===== src/sv/tstd_pkg.sv =====
// Shared types and constants of the touchpad single-tap detector.
// Depends on nothing; every other file of the block imports it.
`timescale 1ns / 1ps

package tstd_pkg;

    // Pointer action codes.
    localparam logic [1:0] ACT_DOWN  = 2'd0;
    localparam logic [1:0] ACT_UP    = 2'd1;
    localparam logic [1:0] ACT_MOVE  = 2'd2;
    localparam logic [1:0] ACT_OTHER = 2'd3;

    // Left-button event codes.
    localparam logic BTN_PRESS   = 1'b0;
    localparam logic BTN_RELEASE = 1'b1;

    // Configuration register indexes.
    localparam logic [1:0] CFG_TAP_INTERVAL = 2'd0;
    localparam logic [1:0] CFG_MOVE_X       = 2'd1;
    localparam logic [1:0] CFG_MOVE_Y       = 2'd2;

    localparam logic [15:0] TAP_INTERVAL_RST = 16'd200;
    localparam logic [15:0] MOVE_X_RST       = 16'd10;
    localparam logic [15:0] MOVE_Y_RST       = 16'd10;

    localparam int IN_TDATA_W  = 112;
    localparam int OUT_TDATA_W = 64;

    typedef enum logic [1:0] {
        PH_IDLE = 2'b01,
        PH_DOWN = 2'b10
    } tstd_phase_t;

    typedef struct packed {
        logic [1:0]         pointer_action;
        logic [3:0]         pointer_id;
        logic               id_in_list;
        logic [3:0]         finger_count;
        logic               item_present;
        logic [3:0]         item_id;
        logic signed [15:0] pos_x;
        logic signed [15:0] pos_y;
        logic [47:0]        event_time;
        logic [15:0]        source_device;
    } tstd_event_t;

    typedef struct packed {
        logic [15:0] max_tap_interval_ms;
        logic [15:0] max_move_x;
        logic [15:0] max_move_y;
    } tstd_cfg_t;

    typedef struct packed {
        logic [15:0] device;
        logic [47:0] stamp;
    } tstd_click_t;

endpackage


===== src/sv/tstd_cfg_regs.sv =====
// Configuration register file of the touchpad single-tap detector.
// Depends on tstd_pkg for register indexes and reset values.
`timescale 1ns / 1ps

module tstd_cfg_regs
    import tstd_pkg::*;
(
    input  logic        aclk,
    input  logic        aresetn,
    input  logic        cfg_valid,
    output logic        cfg_ready,
    input  logic [1:0]  cfg_index,
    input  logic [15:0] cfg_data,
    output tstd_cfg_t   cfg_o
);

    tstd_cfg_t cfg_reg;
    tstd_cfg_t cfg_next;

    assign cfg_ready = 1'b1;
    assign cfg_o     = cfg_reg;

    always_comb begin
        cfg_next = cfg_reg;
        if (cfg_valid) begin
            unique case (cfg_index)
                CFG_TAP_INTERVAL: cfg_next.max_tap_interval_ms = cfg_data;
                CFG_MOVE_X:       cfg_next.max_move_x = cfg_data;
                CFG_MOVE_Y:       cfg_next.max_move_y = cfg_data;
                default:          cfg_next = cfg_reg;
            endcase
        end
    end

    always_ff @(posedge aclk) begin
        if (!aresetn) begin
            cfg_reg.max_tap_interval_ms <= TAP_INTERVAL_RST;
            cfg_reg.max_move_x          <= MOVE_X_RST;
            cfg_reg.max_move_y          <= MOVE_Y_RST;
        end else begin
            cfg_reg <= cfg_next;
        end
    end

endmodule


===== src/sv/tstd_tap_fsm.sv =====
// Tap recognition state machine: phase, tracked id, down time and position.
// Depends on tstd_pkg for the event, configuration and phase types.
`timescale 1ns / 1ps

module tstd_tap_fsm
    import tstd_pkg::*;
(
    input  logic        aclk,
    input  logic        aresetn,
    input  tstd_event_t ev_i,
    input  logic        fire_i,
    input  tstd_cfg_t   cfg_i,
    output logic        click_o
);

    tstd_phase_t        phase_reg, phase_next;
    logic [3:0]         tracked_id_reg, tracked_id_next;
    logic [47:0]        down_time_reg, down_time_next;
    logic signed [15:0] down_x_reg, down_x_next;
    logic signed [15:0] down_y_reg, down_y_next;

    logic [47:0]        dt;
    logic               in_time;
    logic signed [16:0] dx, dy;
    logic [16:0]        mag_x, mag_y;
    logic               drift_ok;

    // A negative time difference counts as inside the interval.
    assign dt      = ev_i.event_time - down_time_reg;
    assign in_time = dt[47] || (dt[46:0] <= {31'd0, cfg_i.max_tap_interval_ms});

    assign dx    = 17'(ev_i.pos_x) - 17'(down_x_reg);
    assign dy    = 17'(ev_i.pos_y) - 17'(down_y_reg);
    assign mag_x = dx[16] ? 17'(-dx) : 17'(dx);
    assign mag_y = dy[16] ? 17'(-dy) : 17'(dy);
    assign drift_ok = (mag_x <= {1'b0, cfg_i.max_move_x})
                   && (mag_y <= {1'b0, cfg_i.max_move_y});

    always_comb begin
        phase_next      = phase_reg;
        tracked_id_next = tracked_id_reg;
        down_time_next  = down_time_reg;
        down_x_next     = down_x_reg;
        down_y_next     = down_y_reg;
        click_o         = 1'b0;
        if (!ev_i.id_in_list) begin
            phase_next = PH_IDLE;
        end else begin
            unique case (phase_reg)
                PH_IDLE: begin
                    if (ev_i.pointer_action == ACT_DOWN && ev_i.finger_count == 4'd1
                            && ev_i.item_present) begin
                        tracked_id_next = ev_i.item_id;
                        down_time_next  = ev_i.event_time;
                        down_x_next     = ev_i.pos_x;
                        down_y_next     = ev_i.pos_y;
                        phase_next      = PH_DOWN;
                    end
                end
                PH_DOWN: begin
                    unique case (ev_i.pointer_action)
                        ACT_UP: begin
                            phase_next = PH_IDLE;
                            click_o    = (ev_i.finger_count <= 4'd1) && in_time;
                        end
                        ACT_MOVE: begin
                            if (!ev_i.item_present || ev_i.pointer_id != tracked_id_reg
                                    || !drift_ok) begin
                                phase_next = PH_IDLE;
                            end
                        end
                        ACT_DOWN, ACT_OTHER: phase_next = PH_IDLE;
                        default:             phase_next = PH_IDLE;
                    endcase
                end
                default: phase_next = PH_IDLE;
            endcase
        end
    end

    always_ff @(posedge aclk) begin
        if (!aresetn) begin
            phase_reg      <= PH_IDLE;
            tracked_id_reg <= 4'd0;
            down_time_reg  <= 48'd0;
            down_x_reg     <= 16'sd0;
            down_y_reg     <= 16'sd0;
        end else if (fire_i) begin
            phase_reg      <= phase_next;
            tracked_id_reg <= tracked_id_next;
            down_time_reg  <= down_time_next;
            down_x_reg     <= down_x_next;
            down_y_reg     <= down_y_next;
        end
    end

endmodule


===== src/sv/tstd_out_buf.sv =====
// Result buffer: holds one click and plays it out as a press then a release.
// Depends on tstd_pkg for the click type and button codes.
`timescale 1ns / 1ps

module tstd_out_buf
    import tstd_pkg::*;
(
    input  logic        aclk,
    input  logic        aresetn,
    input  logic        load_i,
    input  tstd_click_t click_i,
    output logic        free_o,
    output logic        m_tvalid,
    input  logic        m_tready,
    output logic        m_tuser,
    output logic        m_tlast,
    output tstd_click_t m_click
);

    // Words still to send: two after a load, the last one being the release.
    logic [1:0]  cnt_reg, cnt_next;
    tstd_click_t click_reg;

    assign m_tvalid = (cnt_reg != 2'd0);
    assign m_tuser  = (cnt_reg == 2'd1) ? BTN_RELEASE : BTN_PRESS;
    assign m_tlast  = (cnt_reg == 2'd1);
    assign m_click  = click_reg;
    assign free_o   = (cnt_reg == 2'd0) || (cnt_reg == 2'd1 && m_tready);

    always_comb begin
        cnt_next = cnt_reg;
        if (load_i) begin
            cnt_next = 2'd2;
        end else if (m_tvalid && m_tready) begin
            cnt_next = cnt_reg - 2'd1;
        end
    end

    always_ff @(posedge aclk) begin
        if (!aresetn) begin
            cnt_reg <= 2'd0;
        end else begin
            cnt_reg <= cnt_next;
        end
    end

    always_ff @(posedge aclk) begin
        if (load_i) begin
            click_reg <= click_i;
        end
    end

endmodule


===== src/sv/touch_single_tap_detector.sv =====
// Touchpad single-tap detector: turns a one-finger tap into a left click.
// Order: an event is registered on acceptance and judged in the next cycle;
// the press word of a click is valid on m_ once its up event is judged and
// loaded into the result buffer, and the release word follows once the press
// has been taken. Throughput: one event per cycle; an up event that makes a
// click waits while the previous click still holds the output. Reset:
// synchronous on aresetn low; idle phase, limits 200 ms / 10 / 10.
`timescale 1ns / 1ps

module touch_single_tap_detector
    import tstd_pkg::*;
(
    input  logic                   aclk,
    input  logic                   aresetn,
    // Input event stream.
    input  logic                   s_tvalid,
    output logic                   s_tready,
    // Fields from bit 0: pointer_id[3:0], id_in_list[4], finger_count[8:5],
    // item_present[9], item_id[13:10], pos_x[29:14], pos_y[45:30],
    // event_time[93:46], source_device[109:94], zero pad[111:110].
    input  logic [IN_TDATA_W-1:0]  s_tdata,
    // Field: pointer_action[1:0].
    input  logic [1:0]             s_tuser,
    // Configuration write channel.
    input  logic                   cfg_valid,
    output logic                   cfg_ready,
    input  logic [1:0]             cfg_index,
    input  logic [15:0]            cfg_data,
    // Result stream.
    output logic                   m_tvalid,
    input  logic                   m_tready,
    // Fields from bit 0: out_device[15:0], out_time[63:16].
    output logic [OUT_TDATA_W-1:0] m_tdata,
    // Field: button_action[0] (0 press, 1 release).
    output logic                   m_tuser,
    output logic                   m_tlast
);

    tstd_cfg_t   cfg;
    tstd_event_t s_ev;
    tstd_event_t ev_reg;
    logic        ev_valid_reg;
    logic        click;
    logic        out_free;
    logic        consume;
    tstd_click_t click_in;
    tstd_click_t click_out;

    // Unpack the incoming word into its fields.
    always_comb begin
        s_ev.pointer_action = s_tuser;
        s_ev.pointer_id     = s_tdata[3:0];
        s_ev.id_in_list     = s_tdata[4];
        s_ev.finger_count   = s_tdata[8:5];
        s_ev.item_present   = s_tdata[9];
        s_ev.item_id        = s_tdata[13:10];
        s_ev.pos_x          = s_tdata[29:14];
        s_ev.pos_y          = s_tdata[45:30];
        s_ev.event_time     = s_tdata[93:46];
        s_ev.source_device  = s_tdata[109:94];
    end

    tstd_cfg_regs u_cfg (
        .aclk      (aclk),
        .aresetn   (aresetn),
        .cfg_valid (cfg_valid),
        .cfg_ready (cfg_ready),
        .cfg_index (cfg_index),
        .cfg_data  (cfg_data),
        .cfg_o     (cfg)
    );

    // The registered event is retired when it produces no click, or when the
    // result buffer can take the click it produces. The input register then
    // refills in the same cycle, so events that make no click flow at one per
    // cycle no matter what the result side is doing.
    assign consume  = ev_valid_reg && (!click || out_free);
    assign s_tready = !ev_valid_reg || consume;

    always_ff @(posedge aclk) begin
        if (!aresetn) begin
            ev_valid_reg <= 1'b0;
        end else if (s_tready) begin
            ev_valid_reg <= s_tvalid;
        end
    end

    always_ff @(posedge aclk) begin
        if (s_tready && s_tvalid) begin
            ev_reg <= s_ev;
        end
    end

    tstd_tap_fsm u_fsm (
        .aclk    (aclk),
        .aresetn (aresetn),
        .ev_i    (ev_reg),
        .fire_i  (consume),
        .cfg_i   (cfg),
        .click_o (click)
    );

    assign click_in.device = ev_reg.source_device;
    assign click_in.stamp  = ev_reg.event_time;

    tstd_out_buf u_out (
        .aclk     (aclk),
        .aresetn  (aresetn),
        .load_i   (consume && click),
        .click_i  (click_in),
        .free_o   (out_free),
        .m_tvalid (m_tvalid),
        .m_tready (m_tready),
        .m_tuser  (m_tuser),
        .m_tlast  (m_tlast),
        .m_click  (click_out)
    );

    assign m_tdata = {click_out.stamp, click_out.device};

endmodule

===== config.mk =====
export PLATFORM = sky130hd
export DESIGN_NAME = touch_single_tap_detector
export DESIGN_NICKNAME = d
export VERILOG_FILES = /design/src/sv/tstd_pkg.sv /design/src/sv/tstd_cfg_regs.sv /design/src/sv/tstd_tap_fsm.sv /design/src/sv/tstd_out_buf.sv /design/src/sv/touch_single_tap_detector.sv
export SDC_FILE = /design/constraint.sdc
export NUM_CORES = 1
export LEC_CHECK = 0
export BUFFER_PORTS_ARGS = -buffer_cell sky130_fd_sc_hd__buf_4
export CELL_PAD_IN_SITES_DETAIL_PLACEMENT = 1
export CELL_PAD_IN_SITES_GLOBAL_PLACEMENT = 1
export CORE_MARGIN = 5
export CORE_UTILIZATION = 25
export DETAILED_ROUTE_END_ITERATION = 16
export PLACE_DENSITY = 0.53
export SLEW_MARGIN = 20
export SYNTH_ARGS = -nofsm -noshare
export SYNTH_HDL_FRONTEND = slang
export SYNTH_HIERARCHICAL = 1
export SYNTH_SLANG_ARGS = --single-unit

===== constraint.sdc =====
create_clock -name aclk -period 15.6 [get_ports aclk]
set_input_delay 0.78 -clock aclk [delete_from_list [all_inputs] [get_ports aclk]]
set_output_delay 0.78 -clock aclk [all_outputs]
set_load 0.05 [all_outputs]

# Word level (Yosys, flattened, before mapping)
# Cells that the tools add are included.
# totals
regBits	313
inputBits	137
output_inout_bits	69
wordCells	90
# classes
addsub	6
magnitude_cmp	4
n_eq_ne	12
muxes	13
bitwise	1
reduce_logical	31
# ops
op	n
$sub A48 B48 Y48	1
$le A47 B16 Y1	1
$le A17 B16 Y1	2
$mux W17	2
$neg A17 Y17	2
$sub A16 B16 Y17	2
$mux W2	5
$logic_and A1 B1 Y1	9
$eq A2 B1 Y1 const B	4
$eq A2 B2 Y1 const B	4
$pmux W2 S2	2
$logic_not A2 Y1	3
$logic_or A1 B1 Y1	6
$reduce_and A2 Y1	3
$eq A4 B1 Y1 const B	1
$le A4 B1 Y1 const B	1
$logic_not A1 Y1	4
$mux W1	4
$ne A4 B3 Y1 const B	1
$ne A4 B4 Y1	1
$reduce_and A4 Y1	1
$reduce_bool A2 Y1	2
$ne A3 B2 Y1 const B	1
$reduce_and A3 Y1	1
other kinds (4)	4

# Longest topological paths before layout
# logic_depth
word_depth	12
depth_mapped	28
ltp_nobuf	28

# By module
# The synthesis kept the hierarchy.
# modules_own_cells
mod	n_inst	cells_each	area_each_um2
tstd_tap_fsm	1	1356	9611.7
touch_single_tap_detector	1	120	3445.8
tstd_out_buf	1	79	2065.7
tstd_cfg_regs	1	181	1886.8

# Worst setup path before layout
# Ideal clock, no wire load.
# synth_timing
path_kind	flip-flop to flip-flop
start	register ev_reg, in the netlist click_in[0]
end	register u_out.click_reg, in the netlist u_out/m_click[0] (enable)
arrival_time_ps	5767
required_time_ps	15206
slack_ps	9439
path_stages_with_launch	24
period_less_slack_ps	6161
path_cell_list	edfxtp_1 > inv_1 > ha_1 > fa_1 > nand2b_1 > a21oi_1 > o21ai_0 > o21ba_2 > o21ai_0 > xor2_1 > ha_1 > a211oi_1 > o21ai_0 > nor3_1 > o21ai_0 > a22oi_1 > o2111ai_1 > or4_1 > nor4_1 > nand4_1 > or4_1 > a221oi_2 > a41o_1 > and3_2
# synth_between
elab_chain_cells	11
# synth_lines
item	line	rtl
from (decl)	touch_single_tap_detector.sv:41	tstd_event_t ev_reg;
from (signal assigned)	touch_single_tap_detector.sv:90	ev_reg <= s_ev;
$sub A48 B48 Y48 (*)	tstd_tap_fsm.sv:29	assign dt = ev_i.event_time - down_time_reg;
$le A47 B16 Y1	tstd_tap_fsm.sv:30	assign in_time = dt[47] || (dt[46:0] <= {31'd0, cfg_i.max_tap_interval_ms});
$logic_or A1 B1 Y1 (*)	tstd_tap_fsm.sv:30	
$logic_and A1 B1 Y1 (*)	tstd_tap_fsm.sv:64	click_o = (ev_i.finger_count <= 4'd1) && in_time;
$mux W1 (*)	tstd_tap_fsm.sv:61	unique case (ev_i.pointer_action)
$mux W1 (*)	tstd_tap_fsm.sv:49	unique case (phase_reg)
$mux W1 (*)	tstd_tap_fsm.sv:46	if (!ev_i.id_in_list) begin
named net click	touch_single_tap_detector.sv:43	logic click;
$logic_not A1 Y1	touch_single_tap_detector.sv:77	assign consume = ev_valid_reg && (!click || out_free);
$logic_or A1 B1 Y1	touch_single_tap_detector.sv:77	
$logic_and A1 B1 Y1	touch_single_tap_detector.sv:77	
$logic_and A1 B1 Y1 (*)	touch_single_tap_detector.sv:109	.load_i (consume && click),
to (signal assigned)	tstd_out_buf.sv:49	click_reg <= click_i;
to (decl)	tstd_out_buf.sv:22	tstd_click_t click_reg;
# Mark *: on every way through the listed nets, which the timed path passes. The rest lies on a longest branch.
# A chain may end at the register's enable or synchronous reset.

# Worst setup path after layout
# layout_timing
start	register ev_reg, in the netlist click_in[0]
end	register u_fsm.phase_reg[0]
# layout_between
elab_chain_cells	11
# layout_lines
item	line	rtl
$sub A48 B48 Y48 (*)	tstd_tap_fsm.sv:29	
$le A47 B16 Y1	tstd_tap_fsm.sv:30	
$logic_or A1 B1 Y1 (*)	tstd_tap_fsm.sv:30	
$logic_and A1 B1 Y1 (*)	tstd_tap_fsm.sv:64	
$mux W1 (*)	tstd_tap_fsm.sv:61	
$mux W1 (*)	tstd_tap_fsm.sv:49	
$mux W1 (*)	tstd_tap_fsm.sv:46	
named net click	touch_single_tap_detector.sv:43	
$logic_not A1 Y1 (*)	touch_single_tap_detector.sv:77	
$logic_or A1 B1 Y1 (*)	touch_single_tap_detector.sv:77	
$logic_and A1 B1 Y1 (*)	touch_single_tap_detector.sv:77	
named net consume	touch_single_tap_detector.sv:45	logic consume;
$reduce_and A3 Y1 (no source line) (*)	--	
to (signal assigned)	tstd_tap_fsm.sv:89	phase_reg <= phase_next;
to (decl)	tstd_tap_fsm.sv:16	tstd_phase_t phase_reg, phase_next;
# Marks and branches as above.

==> impl_metrics.tcl <==
set metrics [dict create \
    status "finished, final reports clean" \
    synth_edf_count 176 \
    pwr_density_cell_mw_per_mm2 109 \
    crit_type "reg -> reg" \
    skew_ns 0.0184 \
    cts_root_buffer "clkbuf_16" \
    yosysTopAreaCell "edfxtp_1" \
    hold_path.class "in -> reg" \
    synth_area_leaders "edfxtp_1 (31%), dfxtp_1 (16%), ha_1 (9.6%)" \
    setup.worst_path.end_class "register" \
    cts_tree "done" \
    ctsHoldBuffers 0 \
    maxCapViolations 0 \
    layout_commonest_cell "nand2_1" \
    worst-r2r-setup-slack_ns 7.27 \
    grt_max_degree 91 \
    vdd_ir_drop_max_v 0.0000627 \
    syn_nets 2007 \
    place_area_mm2 0.0194 \
    drive_above_1_share_pct 15.4 \
    fin_setup_tns_ns 0 \
    path_common_cell "o21ai_0" \
    syn_to_final_growth_pct 22.1 \
    grt-ovfl-total 0 \
    clkLatencyLatePin_ns 0.57 \
    holdWs_ns 0.380 \
    required_ns 16.05 \
    setup.worst_path.end "u_fsm/phase_reg[0]" \
    critPathLaunch "click_in[0]" \
    finalHoldViolations 0 \
    syn_inst 1736 \
    wl_per_cell_um 17.5 \
    ys_warn_count 6 \
    clk_path_buf_depth 3 \
    design_area_mm2 0.0208 \
    gp_congestion 0.798 \
    ys_seq_elements 313 \
    vias_per_cell 4.60 \
    cts_buffers 40 \
    routed_wl_um 49400 \
    critPathSlowestCell "nor4_1" \
    seq_area_frac_synth_pct 47.2 \
    relSlewSlack_pct 27.0 \
    cp_max_fo 4 \
    hpwlAfterDp_um 37100 \
    drc_errors 0 \
    grt_pass1_wl_um 77900 \
    nets 2197 \
    syn_area_mm2 0.0170 \
    startpoint_type "register" \
    rr_endpoint "u_fsm/phase_reg[0]" \
    antenna_found_initial 7 \
    io_pins 206 \
    rsz0062_at_grt "no" \
    fp.dieH_um 271 \
    rows 95 \
    layout.cells.non_filler 2832 \
    firstDrtPassIters 4 \
    track_usage_pct 13.1 \
    htree_num_levels 2 \
    period_minus_slack_ns 8.33 \
    antenna_violating_nets_post_route 0 \
    max_slew.worst_pin.slew_ns 1.09 \
    setup_violations 0 \
    fp.dieArea_mm2 0.0734 \
    synth_ff_type "edfxtp_1" \
    grt_pass1_vias 13800 \
    timing.fmax_mhz 120 \
    finalMaxSlewViolations 0 \
    yosysTopAreaCellShare_pct 31.1 \
    syn_area_per_cell_um2 9.80 \
    finalCritPeriodShare_pct 53.4 \
    r2r-start "click_in[0]" \
    core_mm2 0.0673 \
    port_buffers 202 \
    yosysUniqueCellTypes 81 \
    initial_core_util_pct 25.3 \
    clock-sinks 313 \
    layout_common_cells "nand2_1 (305), buf_4 (210), edfxtp_1 (176), inv_1 (167), dfxtp_1 (137)" \
    clk_pin_slew_worst_paths_ns 0.06 \
    slowest_delay_ns 0.59 \
    reg2reg_depth 28 \
    placed_cells 2757 \
    leakagePower_uw 0.00782 \
    postCtsSetupBuffers 0 \
    drt_iter0_markers 483 \
    synth-async-reset-ratio_pct 0 \
    ctsResizeCount 0 \
    die_w_um 271 \
    vias 13000 \
    worstPathArrival_ns 8.78 \
]
-- layout make-up --
type | instances | area, µm²
fillers | 7671 | 46500
multi-input cells | 1194 | 8060
flip-flops and latches | 313 | 8030
repair buffers | 210 | 1580
clock buffers | 55 | 1140
well taps | 873 | 1090
inverters | 167 | 627
clock inverters | 19 | 236
diodes | 1 | 2.50
-- stage by stage --
stage          setup slack, ns  total power (µW)  utilization [%]
2_1_floorplan             9.44              1190                -
3_5_place_dp              7.43              1320             28.8
3_3_place_gp              7.59              1300             28.8
4_1_cts                   7.40              2310             30.9
5_1_grt                   6.96              2390             30.9
6_report                  7.27              2260             30.9
-- report_power, final --
part / internal [µW] / leakage [µW] / switching (µW) / total, µW
registers: 906 / 0.00278 / 20.9 / 927
logic: 158 / 0.00438 / 211 / 369
clock network: 584 / 0.000667 / 379 / 963
total: 1650 / 0.00782 / 611 / 2260
-- Yosys cell counts, types with 4 or more instances --
cell type	n
a2111oi_0	5
nor2b_1	31
nor3_1	24
nor2_1	56
a21boi_0	90
or2_2	9
clkbuf_1	42
nand2_1	305
and3_1	9
o31ai_1	8
o41ai_1	5
nand3b_1	4
inv_1	167
nand4_1	20
ha_1	131
buf_1	5
xnor2_1	56
a41oi_1	4
o22ai_1	5
and2_1	5
or3_1	4
or4_1	5
a21o_1	22
o21ai_0	73
mux2i_1	53
dfxtp_1	137
nor4_1	8
a21oi_1	75
nand2b_1	13
a22oi_1	5
xor2_1	23
buf_2	7
o21a_1	17
a211oi_1	9
a31oi_1	12
o21bai_1	8
o211ai_1	8
nand3_1	32
edfxtp_1	176
-- worst min-delay path by stage --
stage                 startpoint                end  slack (ns)  cells past startpoint
floorplan           click_in[48]  u_out/m_click[48]        0.40                      0
global placement    click_in[57]  u_out/m_click[57]        0.40                      0
detailed placement  click_in[55]  u_out/m_click[55]        0.41                      0
CTS                  s_tdata[76]       click_in[30]        0.33                      1
global route         s_tdata[76]       click_in[30]        0.34                      1
finish               s_tdata[76]       click_in[30]        0.38                      1
-- worst max-delay path: cells and delay by family, from the launching register on --
kind | cells | cell delay (ns)
AO/OA/AOI/OAI | 16 | 4.10
flip-flops | 1 | 0.46
adder cells (fa/ha/maj) | 3 | 0.85
AND/OR/NAND/NOR | 6 | 2.22
buffers and inverters | 1 | 0.07
XOR/XNOR | 1 | 0.14
multiplexers | 1 | 0.33
-- logic make-up after synthesis --
group	count (synthesis)	synth area share, %
AOI/OAI and AO/OA	382	15.2
buffers and inverters	229	5.57
DFF	313	47.2
adders and majority gates	134	9.99
other	1	0.0220
muxes	55	3.25
xor gates and xnor gates	79	4.07
and+or+nand+nor	543	14.8
-- metal layers --
layer  vias to the layer above  global-route usage [%]  part of all wire [%]
met5                         -                       0                  0.13
met4                        12                    3.11                   2.0
met3                        71                    3.25                   4.9
met2                       185                    21.6                    46
met1                      6286                    17.5                    47
li1                       6464                       -                     -
Note: power is estimated with default switching activity, not from simulation.
